### config.mk
export PLATFORM = sky130hd
export DESIGN_NAME = sol_ram
export DESIGN_NICKNAME = d
export VERILOG_FILES = /design/src/hdl/sol_ram.sv
export SDC_FILE = /design/constraint.sdc
export NUM_CORES = 1
export LEC_CHECK = 0
export BUFFER_PORTS_ARGS = -buffer_cell sky130_fd_sc_hd__buf_2
export CAP_MARGIN = 15
export CORE_MARGIN = 5
export CORE_UTILIZATION = 63
export CTS_BUF_LIST = sky130_fd_sc_hd__clkbuf_4
export DETAILED_ROUTE_END_ITERATION = 7
export GPL_ROUTABILITY_DRIVEN = 0
export PLACE_DENSITY = 0.88
export SLEW_MARGIN = 20
export SYNTH_ARGS = -nofsm -noshare
export SYNTH_HDL_FRONTEND = slang
export SYNTH_SLANG_ARGS = --single-unit
### constraint.sdc
create_clock -name clk -period 2.3 [get_ports clk]
set_input_delay 0.23 -clock clk [delete_from_list [all_inputs] [get_ports clk]]
set_output_delay 0.23 -clock clk [all_outputs]
set_load 0.005 [all_outputs]
### src/hdl/sol_ram.sv
// Generic single-port-write, single-port-read RAM with registered read data.
module sol_ram #(
    parameter int WIDTH = 8,
    parameter int DEPTH = 16
) (
    input  logic                     clk,
    input  logic                     wr_en,
    input  logic [$clog2(DEPTH)-1:0] wr_addr,
    input  logic [WIDTH-1:0]         wr_data,
    input  logic                     rd_en,
    input  logic [$clog2(DEPTH)-1:0] rd_addr,
    output logic [WIDTH-1:0]         rd_data
);

    logic [WIDTH-1:0] mem [DEPTH];

    // Write port.
    always_ff @(posedge clk)
    begin
        if (wr_en)
        begin
            mem[wr_addr] <= wr_data;
        end
    end

    // Read port, registered read data.
    always_ff @(posedge clk)
    begin
        if (rd_en)
        begin
            rd_data <= mem[rd_addr];
        end
    end

endmodule

==> impl_metrics.toml <==
[outcome]
outcome = "complete, no violations"

[pwr]
p_comb_frac = 0.058
leakage_nw = 1.96
p_switching_w = 0.000869
power_frac_seq = 0.648
ir_drop_uv = 435
p_int_w = 0.00346
power.share.clock = 0.295
swShare = 0.201
power_density_mw_per_mm2 = 747

[drt]
vias = 2532
detail-route-antenna-nets = 0
drt_wl_total_um = 9780
drc = 0
drt_iter0_markers = 200
vias_per_cell = 6.35
drt_pass1_iterations = 5
wire_per_inst_um = 24.5

[final_layout]
drive_gt1_frac = 0.310
multi_input_area_mm2 = 0.00106
nets = 303
diodes = 0
area_growth_syn_to_layout_pct = 10.9
regArea_mm2 = 0.00408
filler_cell_count = 447

[clock_network]
clock_latency_ns = 0.48
cts_tree = "done"
cts.sinks = 136
clockBufferDepth = 2
postCtsHoldBufs = 0
cts-resized-gates = 0
clk_pin_slew_worst_paths_ns = 0.10
cts_root_buffer = "clkbuf_4"
cts_made_buffers = 17
post_cts_buffers = 0
h-tree-depth = 4

[critical_path]
r2r_cells = 3
cp-end-kind = "flip-flop"
r2r_end = "rd_data[3]"
arrival_ns = 1.78
rr_startpoint = "mem[0][3]"
critPathSlowestCell = "mux4_1"
critical_path_class = "reg -> reg"
cp_max_fo = 1
critPathLaunch = "mem[0][3]"
critPathLaunchType = "flip-flop"
r2r_setup_slack_ns = 0.76
critical-path-max-stage-delay_ns = 0.51
crit_required_ns = 2.54
path_cells = "mux4_1 -> a22oi_1 -> nand2_1"

[min_path]
min_path_cells = 1
hold_class = "in -> reg"
hold_end = "mem[14][1]"
min_from = "wr_data[1]"

[synthesis]
yosysTopAreaCell = "edfxtp_1"
yosysSeqAreaShare = 0.781
synth_nets = 248
synth-edff-count = 136
synthCells = 229
avgSynthCellArea_um2 = 22.8
synth_area_leaders = "edfxtp_1 78%, mux4_2 7.8%, mux4_1 7.0%, a22oi_1 2.3%, nor2_1 0.93%"
synthFlopType = "edfxtp_1"
ys_ff_latch = 136
yosysWarnings = 0
yosys-top-cells-count = "136 x edfxtp_1, 18 x mux4_2, 16 x a22oi_1, 14 x mux4_1, 13 x nor2_1"
yosysMostFrequentCell = "edfxtp_1"
synth_area_mm2 = 0.00523
synth.distinct_cells = 18
yosys.area.top_type_share = 0.781
async_reset_ff_frac = 0

[floorplan]
die_area_mm2 = 0.0102
die_y_um = 101
rows = 33
die_w_um = 101
initial_utilization = 0.643
core_area_mm2 = 0.00813
ios = 27

[global_route]
grt_pass1_vias = 2612
grt_max_degree = 18
grt_pass1_wl_um = 14900
track_usage = 0.212
grt-ovfl-total = 0
antenna_found_initial = 0

[timing]
hold_viol_final = 0
max_freq_mhz = 647
tightest_slew_ns = 0.790
fin_skew_ns = 0.0117
fin_crit_sh = 0.672
setup_viol = 0
finalCriticalPeriod_ns = 1.54
finalMaxSlewViolations = 0
worst_slack_ns = 0.755
fin_setup_tns_ns = 0
grt_setup_unrepaired = "false"
max_slew_margin = 0.472

[place]
portBuffers = 26
dp_hpwl_um = 6390
place_ws_ns = 0.431

[flow_run]
drv_cap = 0
[layer usage]
metal,track usage,routed length [um],vias to the layer above
met5,0,0,-
met1,0.274,3570,1288
li1,-,-,1094
met3,0.0484,796,13
met4,0.0736,161,0
met2,0.359,5250,137
[logic make-up after synthesis]
| logic type | Yosys count | synth area share |
|---|---|---|
| DFF | 136 | 0.781 |
| and+or+nand+nor | 35 | 0.0314 |
| muxes | 32 | 0.148 |
| AOI/OAI and AO/OA | 16 | 0.0230 |
| buffers and inverters | 10 | 0.0165 |
[through the flow]
stage | util | instances | hold WS, ns | cell area, um^2 | total power [W]
floorplan | - | 229 | 0.329 | 5230 | 0.00300
CTS | 0.713 | 399 | 0.0854 | 5800 | 0.00435
detailed placement | 0.686 | 370 | 0.618 | 5580 | 0.00311
finish | 0.713 | 399 | 0.121 | 5800 | 0.00433
global route | 0.713 | 399 | 0.0672 | 5800 | 0.00451
global placement | 0.686 | 370 | 0.607 | 5580 | 0.00310
[flip-flops by register name (all words and copies together) (netlist names)]
name,count
rd_data,8
mem,128
[worst max-delay path: cells and delay by family (launching register included)]
family           cells  cell delay, ns
multiplexers         1            0.51
flip-flops           1            0.39
AND/OR/NAND/NOR      1            0.10
AO/OA/AOI/OAI        1            0.31
[how the worst max path moves through the flow]
stage                     slack [ns]    endpoint
final                           0.76  rd_data[3]
after global routing            0.71  rd_data[1]
after CTS                       0.74  rd_data[1]
after detailed placement        0.43  rd_data[5]
after global placement          0.47  rd_data[5]
after floorplan                 0.58   mem[0][0]
[layout make-up]
type,instances,area share
Clock buffer,22,0.0285
Timing Repair Buffer,46,0.0526
Sequential cell,136,0.704
Clock inverter,7,0.00971
Multi-Input combinational cell,83,0.182
Tap cell,105,0.0227
[cells in the final DEF (no fill, tap or decap), types with 3 or more instances in the layout]
cell and instances:
mux4_1 14, buf_2 26, nor2_1 13, buf_4 18, nor3_1 4, clkinv_2 3
mux4_2 18, edfxtp_1 136, a22oi_1 16, clkbuf_4 22, nand2_1 9, clkinv_1 3
[power by group through the flow]
stage	Sequential (W)	Combinational (W)	Clock, W
after global placement	0.00286	0.000241	0
after floorplan	0.00286	0.000141	0
after global routing	0.00281	0.000271	0.00143
after CTS	0.00281	0.000254	0.00130
after detailed placement	0.00286	0.000252	0
final	0.00280	0.000250	0.00128
(Power assumes the default switching activity.)
