### src/hdl/sol_pkg.sv
// Shared types and constants for the source offset to line/column block.
package sol_pkg;

    // Default sizing of the line-start table.
    localparam int MAX_LINES_DEF   = 1024;
    localparam int OFFSET_BITS_DEF = 20;

    // Fixed field widths of the channels.
    localparam int CMD_W  = 2;
    localparam int BYTE_W = 8;
    localparam int SPAN_W = 20;
    localparam int LINE_W = 11;
    localparam int COL_W  = 21;

    // Command codes.
    localparam logic [CMD_W-1:0] CMD_CLEAR = 2'd0;
    localparam logic [CMD_W-1:0] CMD_BYTE  = 2'd1;
    localparam logic [CMD_W-1:0] CMD_QUERY = 2'd2;

    localparam logic [BYTE_W-1:0] NEWLINE_CHAR = 8'h0A;

    // One input beat.
    typedef struct packed {
        logic [CMD_W-1:0]  command;
        logic [BYTE_W-1:0] source_byte;
        logic [SPAN_W-1:0] span_start;
        logic [SPAN_W-1:0] span_length;
    } sol_in_t;

    // One result beat.
    typedef struct packed {
        logic [LINE_W-1:0] start_line;
        logic [COL_W-1:0]  start_column;
        logic [LINE_W-1:0] end_line;
        logic [COL_W-1:0]  end_column;
        logic              status;
    } sol_out_t;

    // Answer of one search, handed from the search unit to the sequencer.
    typedef struct packed {
        logic              done;
        logic [LINE_W-1:0] line;
        logic [COL_W-1:0]  column;
    } sol_find_res_t;

endpackage

### src/hdl/sol_table.sv
// Byte counter and line-start writer that fills the line-start table.
module sol_table #(
    parameter int MAX_LINES   = sol_pkg::MAX_LINES_DEF,
    parameter int OFFSET_BITS = sol_pkg::OFFSET_BITS_DEF
) (
    input  logic                                clk,
    input  logic                                rst_n,
    input  logic                                clear,
    input  logic                                byte_go,
    input  logic [sol_pkg::BYTE_W-1:0]          source_byte,
    output logic [$clog2(MAX_LINES+1)-1:0]      line_count,
    output logic                                overflowed,
    output logic                                wr_en,
    output logic [$clog2(MAX_LINES)-1:0]        wr_addr,
    output logic [OFFSET_BITS-1:0]              wr_data
);

    localparam int CNT_W = $clog2(MAX_LINES + 1);
    localparam int IDX_W = $clog2(MAX_LINES);
    localparam int POS_W = OFFSET_BITS + 1;

    logic [CNT_W-1:0] line_count_reg, line_count_next;
    logic [POS_W-1:0] byte_pos_reg, byte_pos_next;
    logic             overflowed_reg, overflowed_next;

    logic             newline;
    logic [POS_W:0]   next_start;
    logic             fits;
    logic             room;

    // A newline records the offset of the byte after it, if it fits and the table has room.
    always_comb
    begin
        newline    = byte_go && (source_byte == sol_pkg::NEWLINE_CHAR);
        next_start = {1'b0, byte_pos_reg} + {{POS_W{1'b0}}, 1'b1};
        fits       = (next_start[POS_W:OFFSET_BITS] == '0);
        room       = (line_count_reg < CNT_W'(MAX_LINES));
        wr_en      = newline && fits && room;
        wr_addr    = line_count_reg[IDX_W-1:0];
        wr_data    = next_start[OFFSET_BITS-1:0];
    end

    // Counters and the overflow flag.
    always_comb
    begin
        line_count_next = line_count_reg;
        byte_pos_next   = byte_pos_reg;
        overflowed_next = overflowed_reg;
        if (clear)
        begin
            line_count_next = CNT_W'(1);
            byte_pos_next   = '0;
            overflowed_next = 1'b0;
        end
        else if (byte_go)
        begin
            if (wr_en)
            begin
                line_count_next = line_count_reg + CNT_W'(1);
            end
            else if (newline)
            begin
                overflowed_next = 1'b1;
            end
            if (byte_pos_reg != {POS_W{1'b1}})
            begin
                byte_pos_next = byte_pos_reg + POS_W'(1);
            end
        end
    end

    always_ff @(posedge clk or negedge rst_n)
    begin
        if (!rst_n)
        begin
            line_count_reg <= CNT_W'(1);
            byte_pos_reg   <= '0;
            overflowed_reg <= 1'b0;
        end
        else
        begin
            line_count_reg <= line_count_next;
            byte_pos_reg   <= byte_pos_next;
            overflowed_reg <= overflowed_next;
        end
    end

    assign line_count = line_count_reg;
    assign overflowed = overflowed_reg;

    // The table always holds at least the first line and never more than it can.
    a_count_range: assert property (@(posedge clk) disable iff (!rst_n)
        (line_count_reg >= CNT_W'(1)) && (line_count_reg <= CNT_W'(MAX_LINES)))
        else $error("line count out of range");

    // Every table write adds exactly one line.
    a_write_counts: assert property (@(posedge clk) disable iff (!rst_n)
        wr_en |=> (line_count_reg == $past(line_count_reg) + CNT_W'(1)))
        else $error("table write did not advance the line count");

endmodule

### config.mk
export PLATFORM = sky130hd
export DESIGN_NAME = sol_table
export DESIGN_NICKNAME = d
export VERILOG_FILES = /design/src/hdl/sol_pkg.sv /design/src/hdl/sol_table.sv
export SDC_FILE = /design/constraint.sdc
export NUM_CORES = 1
export LEC_CHECK = 0
export BUFFER_PORTS_ARGS = -buffer_cell sky130_fd_sc_hd__buf_2
export CORE_MARGIN = 2
export CORE_UTILIZATION = 40
export DETAILED_ROUTE_END_ITERATION = 12
export GPL_TIMING_DRIVEN = 0
export SYNTH_ARGS = -nofsm -noshare
export SYNTH_HDL_FRONTEND = slang
export SYNTH_SLANG_ARGS = --single-unit
### constraint.sdc
create_clock -name clk -period 4.9 [get_ports clk]
set_clock_uncertainty 0.1 [all_clocks]
set_input_delay 0.98 -clock clk [delete_from_list [all_inputs] [get_ports clk]]
set_output_delay 0.98 -clock clk [all_outputs]
set_load 0.02 [all_outputs]
==> flow_summary.ini <==
[cts]
cts_root_buf = clkbuf_8
cts_max_level = 2
worstSkewPairLatency_ns = 0.29
numCtsBuffers = 5
cts_resized = 0
hold_buffers = 0
clock-sinks = 33
postCtsSetupBuffers = 0
path_clk_slew_ns = 0.07
clk_path_buf_depth = 2
cts_tree = built

[setup_path]
worstPathMaxFanout = 8
worst_ep_arrival_time_ns = 2.46
crit_family = simple AND/OR/NAND/NOR gates
cpPeakStageDelay_ns = 0.56
worstPathCellList = buf_2 -> or4b_4 -> nor3_4 -> inv_2 -> nor2_1 -> buf_2
cp_data_required_time_ns = 3.82
crit_buf_inv = 3
slowest_stage = or4b_4
path_class = input port to output pin
crit_top_cell = buf_2
critPathCaptureType = output pin
critPathLaunchType = input port

[synthesis]
synth_area_mm2 = 0.00231
synth-edff-count = 0
syn_inst = 259
ys_ff_latch = 33
yosys.area.top_type = dfrtp_1
synth-main-ff-cell = dfrtp_1
synth_fp_nets = 273
async_reset_ff_share_pct = 100
synth_warnings = 0
synth_area_per_cell_um2 = 8.91
synth.area.top_cells = dfrtp_1 35%, xnor2_1 5.3%, nor2_1 4.4%
yosysSeqAreaShare_pct = 35.8
ys_types = 49
yosysTopAreaCellShare_pct = 34.7

[cells_and_area]
final_cell_mix = 57 x buf_2, 32 x dfrtp_1, 27 x nor2_1
finish.utilization_pct = 50.0
nNetsFinal = 334
diodes = 0
drive_above_1_share_pct = 29.6
largest_reg_flops = 21
fin_cells = 393
area_delta_synth_final_pct = 20.0
final_common_cell = buf_2

[floorplanning]
start_util_pct = 41.6
rows = 27
fp.dieArea_mm2 = 0.00639
coreArea_mm2 = 0.00554
die_x_um = 79.9
pin_count = 55
die_y_um = 79.9

[global_routing]
grt-ovfl-total = 0
antenna_found_initial = 0
grt_pass1_wl_um = 9700
grt_pass1_vias = 2044
grt_usage_pct = 19.5
grt_max_degree = 34

[place]
port_buffers = 54
pre_cts_ws_ns = 1.35
hpwl_um = 4060
dp.cells = 385
gp_congestion = 0.796

[power]
p_leak_nw = 1.31
ir_worst_vdd_v = 0.000130
finalPower_mw = 0.552
powerDensity_mw_per_mm2 = 199

[run]
cap_violations = 0

[route]
first_pass_iters = 4
via_per_inst = 5.42
drt_iter0_markers = 77
drcViolationCount = 0
antenna_left = 0
routedWlPerCell_um = 14.5
drt-total-wl_um = 5690
vias = 2129

[sta]
fin_ws_ns = 1.36
tightest_slew_ns = 0.792
slew_violations = 0
rsz0062_at_grt = false
setup_viol = 0
min_period_ns = 3.54
period_share_pct = 72.3
slew_headroom_pct = 47.2
fmax_mhz = 282
setup-tns-final_ns = 0
hold_viol = 0

[worst_hold_path]
hp-class = register to register

[run_status]
status = finished, final reports clean
[cell type report]
| type | count | area (µm²) |
|---|---|---|
| plain buffers | 23 | 140 |
| clock buffers | 7 | 96.3 |
| flip-flops and latches | 33 | 827 |
| multi-input cells | 198 | 1320 |
| fillers | 562 | 2770 |
| repair buffers | 54 | 270 |
| inverters | 5 | 18.8 |
| clock inverters | 1 | 5.00 |
| well taps | 72 | 90.1 |
[synth_stat cells, types with 2 or more instances]
library cell  number
mux2_1             6
and4_1             5
o21ai_0           11
mux2i_1            4
nor2_1            27
xnor2_1           14
nand4_1           13
o22ai_1            7
mux2_2             5
buf_4             11
o21a_1             2
buf_2              3
ha_1               2
a21oi_1           15
xor2_1             5
clkbuf_1           7
nand2_1           13
o31ai_1            3
nor2b_1           12
dfrtp_1           32
or4_1              3
or3_1             12
inv_1              4
and3_1             4
nand3_1           15
[metal layers]
| metal | part of all wire (%) | GRT usage [%] | vias up |
|---|---|---|---|
| met2 | 46 | 30.3 | 59 |
| met4 | 1.6 | 6.78 | 0 |
| met5 | 0 | 0 | - |
| met1 | 48 | 26.9 | 1012 |
| li1 | - | - | 1049 |
| met3 | 5.0 | 3.96 | 9 |
[per-stage QoR]
stage	area, µm²	hold slack, ns
6_report	2770	0.388
5_1_grt	2770	0.428
4_1_cts	2770	0.396
3_5_place_dp	2670	0.378
3_3_place_gp	2670	0.370
2_1_floorplan	2310	0.377
[report_power, final]
part           leakage (nW)  internal, mW  switching, mW
registers             0.456         0.274        0.00169
logic                 0.798        0.0130         0.0297
clock network        0.0542         0.127          0.107
[cell families after synthesis]
| family | after synthesis | synth area share, % |
|---|---|---|
| and+or+nand+nor | 118 | 29.3 |
| AOI/OAI and AO/OA | 44 | 12.5 |
| DFF | 33 | 35.8 |
| buffers and inverters | 28 | 6.89 |
| xor gates and xnor gates | 19 | 7.21 |
| muxes | 15 | 7.10 |
| adders and majority gates | 2 | 1.08 |
[path summary, 6_finish.rpt]
kind	start	endpoint	slack (ns)	cells past startpoint
setup / recovery	source_byte[4]	wr_en	1.36	6
hold / removal	overflowed	overflowed	0.39	1
setup reg to reg	byte_pos_reg[1]	byte_pos_reg[0]	2.40	8
hold reg to reg	overflowed	overflowed	0.39	1
max in group asynchronous	rst_n	line_count[6]	3.53	1
min in group asynchronous	rst_n	byte_pos_reg[3]	0.67	1
No activity file was read; power rests on OpenSTA's default activity.
