[config.mk]
export PLATFORM = sky130hd
export DESIGN_NAME = sol_search
export DESIGN_NICKNAME = d
export VERILOG_FILES = /design/src/hdl/sol_pkg.sv /design/src/hdl/sol_search.sv
export SDC_FILE = /design/constraint.sdc
export NUM_CORES = 1
export LEC_CHECK = 0
export ABC_AREA = 1
export BUFFER_PORTS_ARGS = -buffer_cell sky130_fd_sc_hd__buf_2
export CAP_MARGIN = 20
export CORE_MARGIN = 2
export CORE_UTILIZATION = 57
export CTS_BUF_LIST = sky130_fd_sc_hd__clkbuf_16
export CTS_CLUSTER_DIAMETER = 120
export DETAILED_ROUTE_END_ITERATION = 6
export PLACE_DENSITY = 0.81
export SETUP_SLACK_MARGIN = 0.05
export SLEW_MARGIN = 20
export SYNTH_ARGS = -nofsm -noshare
export SYNTH_HDL_FRONTEND = slang
export SYNTH_SLANG_ARGS = --single-unit
[constraint.sdc]
create_clock -name clk -period 5.65 [get_ports clk]
set_input_delay 0.2825 -clock clk [delete_from_list [all_inputs] [get_ports clk]]
set_output_delay 0.2825 -clock clk [all_outputs]
set_load 0.01 [all_outputs]
[src/hdl/sol_pkg.sv]
// Shared types and constants for the source offset to line/column block.
package sol_pkg;

    // Default sizing of the line-start table.
    localparam int MAX_LINES_DEF   = 1024;
    localparam int OFFSET_BITS_DEF = 20;

    // Fixed field widths of the channels.
    localparam int CMD_W  = 2;
    localparam int BYTE_W = 8;
    localparam int SPAN_W = 20;
    localparam int LINE_W = 11;
    localparam int COL_W  = 21;

    // Command codes.
    localparam logic [CMD_W-1:0] CMD_CLEAR = 2'd0;
    localparam logic [CMD_W-1:0] CMD_BYTE  = 2'd1;
    localparam logic [CMD_W-1:0] CMD_QUERY = 2'd2;

    localparam logic [BYTE_W-1:0] NEWLINE_CHAR = 8'h0A;

    // One input beat.
    typedef struct packed {
        logic [CMD_W-1:0]  command;
        logic [BYTE_W-1:0] source_byte;
        logic [SPAN_W-1:0] span_start;
        logic [SPAN_W-1:0] span_length;
    } sol_in_t;

    // One result beat.
    typedef struct packed {
        logic [LINE_W-1:0] start_line;
        logic [COL_W-1:0]  start_column;
        logic [LINE_W-1:0] end_line;
        logic [COL_W-1:0]  end_column;
        logic              status;
    } sol_out_t;

    // Answer of one search, handed from the search unit to the sequencer.
    typedef struct packed {
        logic              done;
        logic [LINE_W-1:0] line;
        logic [COL_W-1:0]  column;
    } sol_find_res_t;

endpackage

[src/hdl/sol_search.sv]
// Binary search over the line-start table, one probe per cycle.
module sol_search #(
    parameter int MAX_LINES   = sol_pkg::MAX_LINES_DEF,
    parameter int OFFSET_BITS = sol_pkg::OFFSET_BITS_DEF
) (
    input  logic                              clk,
    input  logic                              rst_n,
    input  logic                              go,
    input  logic [sol_pkg::COL_W-1:0]         go_pos,
    input  logic [$clog2(MAX_LINES+1)-1:0]    line_count,
    output logic                              rd_en,
    output logic [$clog2(MAX_LINES)-1:0]      rd_addr,
    input  logic [OFFSET_BITS-1:0]            rd_data,
    output sol_pkg::sol_find_res_t            res
);

    localparam int CNT_W  = $clog2(MAX_LINES + 1);
    localparam int IDX_W  = $clog2(MAX_LINES);
    localparam int COL_W  = sol_pkg::COL_W;
    localparam int LINE_W = sol_pkg::LINE_W;
    localparam int CMP_W  = (COL_W > OFFSET_BITS) ? COL_W : OFFSET_BITS;
    localparam int LSUM_W = (IDX_W + 1 > LINE_W) ? IDX_W + 1 : LINE_W;

    logic                   busy_reg, busy_next;
    logic [COL_W-1:0]       pos_reg, pos_next;
    logic [IDX_W-1:0]       lo_reg, lo_next;
    logic [OFFSET_BITS-1:0] lo_val_reg, lo_val_next;
    logic [CNT_W-1:0]       span_reg, span_next;
    logic [IDX_W-1:0]       probe_reg, probe_next;

    logic                   step;
    logic                   ge;
    logic [IDX_W-1:0]       lo_step;
    logic [OFFSET_BITS-1:0] val_step;
    logic [CNT_W-1:0]       span_step;
    logic [IDX_W-1:0]       probe_step;
    logic [LSUM_W-1:0]      line_sum;

    // One narrowing step: the data for probe_reg arrived this cycle.
    always_comb
    begin
        step       = busy_reg && (span_reg > CNT_W'(1));
        ge         = (CMP_W'(pos_reg) >= CMP_W'(rd_data));
        lo_step    = ge ? probe_reg : lo_reg;
        val_step   = ge ? rd_data : lo_val_reg;
        span_step  = span_reg - (span_reg >> 1);
        probe_step = IDX_W'(CNT_W'(lo_step) + (span_step >> 1));
    end

    // Search state and the next table read.
    always_comb
    begin
        busy_next   = busy_reg;
        pos_next    = pos_reg;
        lo_next     = lo_reg;
        lo_val_next = lo_val_reg;
        span_next   = span_reg;
        probe_next  = probe_reg;
        rd_en       = 1'b0;
        rd_addr     = probe_step;
        if (go)
        begin
            busy_next   = 1'b1;
            pos_next    = go_pos;
            lo_next     = '0;
            lo_val_next = '0;
            span_next   = line_count;
            probe_next  = IDX_W'(line_count >> 1);
            rd_en       = (line_count > CNT_W'(1));
            rd_addr     = IDX_W'(line_count >> 1);
        end
        else if (step)
        begin
            lo_next     = lo_step;
            lo_val_next = val_step;
            span_next   = span_step;
            probe_next  = probe_step;
            rd_en       = (span_step > CNT_W'(1));
        end
        else if (busy_reg)
        begin
            busy_next = 1'b0;
        end
    end

    always_ff @(posedge clk or negedge rst_n)
    begin
        if (!rst_n)
        begin
            busy_reg <= 1'b0;
        end
        else
        begin
            busy_reg <= busy_next;
        end
    end

    always_ff @(posedge clk)
    begin
        pos_reg    <= pos_next;
        lo_reg     <= lo_next;
        lo_val_reg <= lo_val_next;
        span_reg   <= span_next;
        probe_reg  <= probe_next;
    end

    // Answer once the window is down to one line.
    always_comb
    begin
        line_sum   = LSUM_W'(lo_reg) + LSUM_W'(1);
        res.done   = busy_reg && (span_reg <= CNT_W'(1));
        res.line   = line_sum[LINE_W-1:0];
        res.column = pos_reg - COL_W'(lo_val_reg) + COL_W'(1);
    end

    // Probes only touch lines that have been recorded.
    a_probe_written: assert property (@(posedge clk) disable iff (!rst_n)
        rd_en |-> (CNT_W'(rd_addr) < line_count))
        else $error("search read an unrecorded line start");

endmodule

==> impl_metrics.toml <==
[logic_synthesis]
syn_avg_cell_area_sq_um = 7.95
yosysUniqueCellTypes = 42
yosysWarnings = 0
syn_nets = 873
synth-seq-cells = 73
seq_area_frac_synth_pct = 32.8
synth_edf_count = 42
synthArstFlopShare_pct = 1.37
synthFlopType = "edfxtp_1"
syn_inst = 725
synth.cell_area_sq_mm = 0.00576

[sta]
max_slew_margin_pct = 38.2
fin_setup_tns_ns = 0
timing.fmax_mhz = 228
finClkSkew_ns = 0.00792
fin_crit_sh_pct = 77.7
slew_violations = 0
period_minus_slack_ns = 4.39
final.setup.worst_slack_ns = 1.26
setup_viol = 0
grt_setup_unrepaired = "no"
tightest_slew_ns = 0.928
hold_viol = 0

[power]
power.leakage_nw = 3.49
power_density_mw_per_mm2 = 651
irDropWorstVdd_mv = 0.311
power.total_mw = 4.37

[global_routing]
grt_pass1_wl_mm = 24.7
grt_pass1_vias = 5371
grt_overflow = 0
grt_use_total_pct = 27.9
antenna_found_initial = 0
grt_max_degree = 43

[drt]
drt_iter0_markers = 385
drt_wl_total_mm = 14.9
drt-vias-per-instance = 5.56
drt-pass1-iter-count = 7
drc = 0
post_drt_wl_per_cell_um = 15.5
antenna_left = 0
vias = 5353

[critical_path]
worstPathArrival_ns = 4.11
start_kind = "flip-flop"
slowest_delay_ns = 0.41
cp_cell_sequence = "ha_1 > nand2_1 > nor2_1 > nand2_1 > nor2_1 > nand3_1 > nand3_2 > inv_2 > or2_2 > o21ai_0 > inv_1 > ha_1 > a21oi_1 > nor2_1 > nor2_1 > nor2_1 > nand3_1 > nand2_2 > a21oi_1 > o21ai_0 > nand2_1 > buf_2"
cp.buffers_inverters = 3
cp_common_cell = "nor2_1"
cp.required_ns = 5.37
worstSetupPathType = "flip-flop to output pin"
path_max_fanout = 13
crit_family = "simple AND/OR/NAND/NOR gates"
endpoint_kind = "output pin"
slowest_stage = "edfxtp_1"

[status]
status = "complete, no violations"

[die]
initial_core_util_pct = 58.9
die_h_um = 105
core_sq_mm = 0.00977
pin_count = 99
row_count = 36
dieArea_sq_mm = 0.0109
dieWidth_um = 105

[placement]
placed_area_sq_mm = 0.00636
hpwl_mm = 11.4
dpl.cell_count = 945
port_buffers = 98
place_ws_ns = 1.74
gp_congestion = 0.968

[clock_tree]
clkTransAtPathRegs_ns = 0.06
numCtsBuffers = 9
clock_latency_ns = 0.34
clockBufferDepth = 2
cts_tree = "built"
h-tree-depth = 3
clock_sinks = 73
ctsRootBufferMaster = "clkbuf_16"

[layout]
instances_no_fill = 962
post-route-cell-area_sq_mm = 0.00671
largest_reg_flops = 21
antenna_cells = 0
fillers = 822
drive_gt1_share_pct = 16.6
area_delta_synth_final_pct = 16.5
finalNetCount = 972

[min_path]
min_path_type = "input pin to flip-flop"

[flow_run]
drv_cap = 0
## kinds of logic (layout without fill, tap and decap cells)
family / after synthesis / after routing / synth area share, %
AO/OA/AOI/OAI: 149 / 149 / 14.1
flip-flops: 73 / 73 / 32.8
XOR/XNOR: 34 / 34 / 5.17
adder cells (fa/ha/maj): 93 / 93 / 20.6
buffers and inverters: 146 / 250 / 9.82
AND/OR/NAND/NOR: 230 / 230 / 17.5
## cells in the mapped netlist (all sizes together), types with 3 or more instances
cell type / n / area [sq um]
a21oi: 60 / 304
nor2: 40 / 160
nand4: 6 / 37.5
ha: 90 / 1130
xnor2: 6 / 52.6
or2: 8 / 50.1
clkbuf: 6 / 32.5
xor2: 28 / 245
fa: 3 / 60.1
nor3: 9 / 45.0
o21bai: 3 / 22.5
o21ai: 64 / 328
edfxtp: 42 / 1260
dfxtp: 30 / 601
nand2: 130 / 495
nand3: 27 / 158
a31o: 3 / 26.3
inv: 134 / 503
o22ai: 7 / 43.8
nor4: 7 / 43.8
o211ai: 4 / 30.0
a21o: 4 / 30.0
buf: 6 / 30.0
## stage by stage
step	util [%]	hold WS, ns
2_1_floorplan	-	-0.0131
3_3_place_gp	65.1	0.0689
3_5_place_dp	65.1	0.0619
4_1_cts	68.7	0.107
5_1_grt	68.7	0.104
6_report	68.7	0.111
## cells in the final DEF (no fill, tap or decap), drive strengths merged, types with 2 or more instances in the layout
cell    count
a31o        3
or2         8
a21o        4
edfxtp     42
xnor2       6
a21oi      60
o211ai      4
bufinv      2
fa          3
clkinv      2
buf        99
nor2       40
ha         90
o21bai      3
o22ai       7
xor2       28
nand3      27
nand4       6
nand2     130
nor3        9
o21ai      64
clkbuf     10
dfxtp      30
inv       135
nor4        7
## worst paths after layout
kind / start / endpoint / slack [ns] / depth (start not counted)
max reg2reg: pos_reg[19]$_DFFE_PP_ / probe_reg[7]$_DFFE_PP_ / 1.84 / 22
max in group asynchronous: rst_n / busy_reg$_DFFE_PN0P_ / 5.33 / 2
min reg2reg: lo_val_reg[19]$_SDFFE_PP0P_ / lo_val_reg[19]$_SDFFE_PP0P_ / 0.46 / 2
min: go_pos[5] / pos_reg[5]$_DFFE_PP_ / 0.11 / 1
min in group asynchronous: rst_n / busy_reg$_DFFE_PN0P_ / 0.24 / 2
max: pos_reg[19]$_DFFE_PP_ / rd_addr[5] / 1.26 / 22
## final cells by class
cell class                 instances  area, sq um  share of cell area, %
timing repair buffer             100          508                   7.57
clock buffer                      10          250                   3.73
tap                              133          166                   2.48
sequential                        73         1890                   28.1
inverter                         134          503                   7.49
multi-input combinational        506         3310                   49.3
clock inverter                     6         87.6                   1.30
## worst register-to-register path: stages, from the launching register on
cell and delay (ns):
edfxtp_1 0.41, ha_1 0.32, nand2_1 0.08, nor2_1 0.18
nand2_1 0.10, nor2_1 0.10, nand3_1 0.15, nand3_2 0.24
inv_2 0.12, or2_2 0.28, o21ai_0 0.20, inv_1 0.10
ha_1 0.31, a21oi_1 0.15, nor2_1 0.07, nor2_1 0.13
nor2_1 0.06, nand3_1 0.09, nand2_2 0.09, nand2_1 0.12
nand3_1 0.08, nand3_1 0.11, nand2_1 0.07
## power breakdown
part | internal [mW] | switching [mW] | total [mW]
sequential | 0.760 | 0.0875 | 0.848
combinational | 1.04 | 1.83 | 2.87
clock | 0.414 | 0.238 | 0.651
total | 2.21 | 2.16 | 4.37
## timing repair
| item | 4_1_cts | 5_1_grt |
|---|---|---|
| hold endpoints to repair | 1 | 0 |
| hold buffers | 1 | 0 |
| buffers inserted | 0 | 0 |
| gates resized for setup | 0 | 0 |
## metal layers
layer	GRT usage, %	vias up	wire (um)
met2	48.4	236	7110
li1	-	2609	-
met4	11.6	0	502
met3	4.43	54	1010
met1	34.5	2454	6260
met5	0	-	0
(Power assumes the default switching activity.)
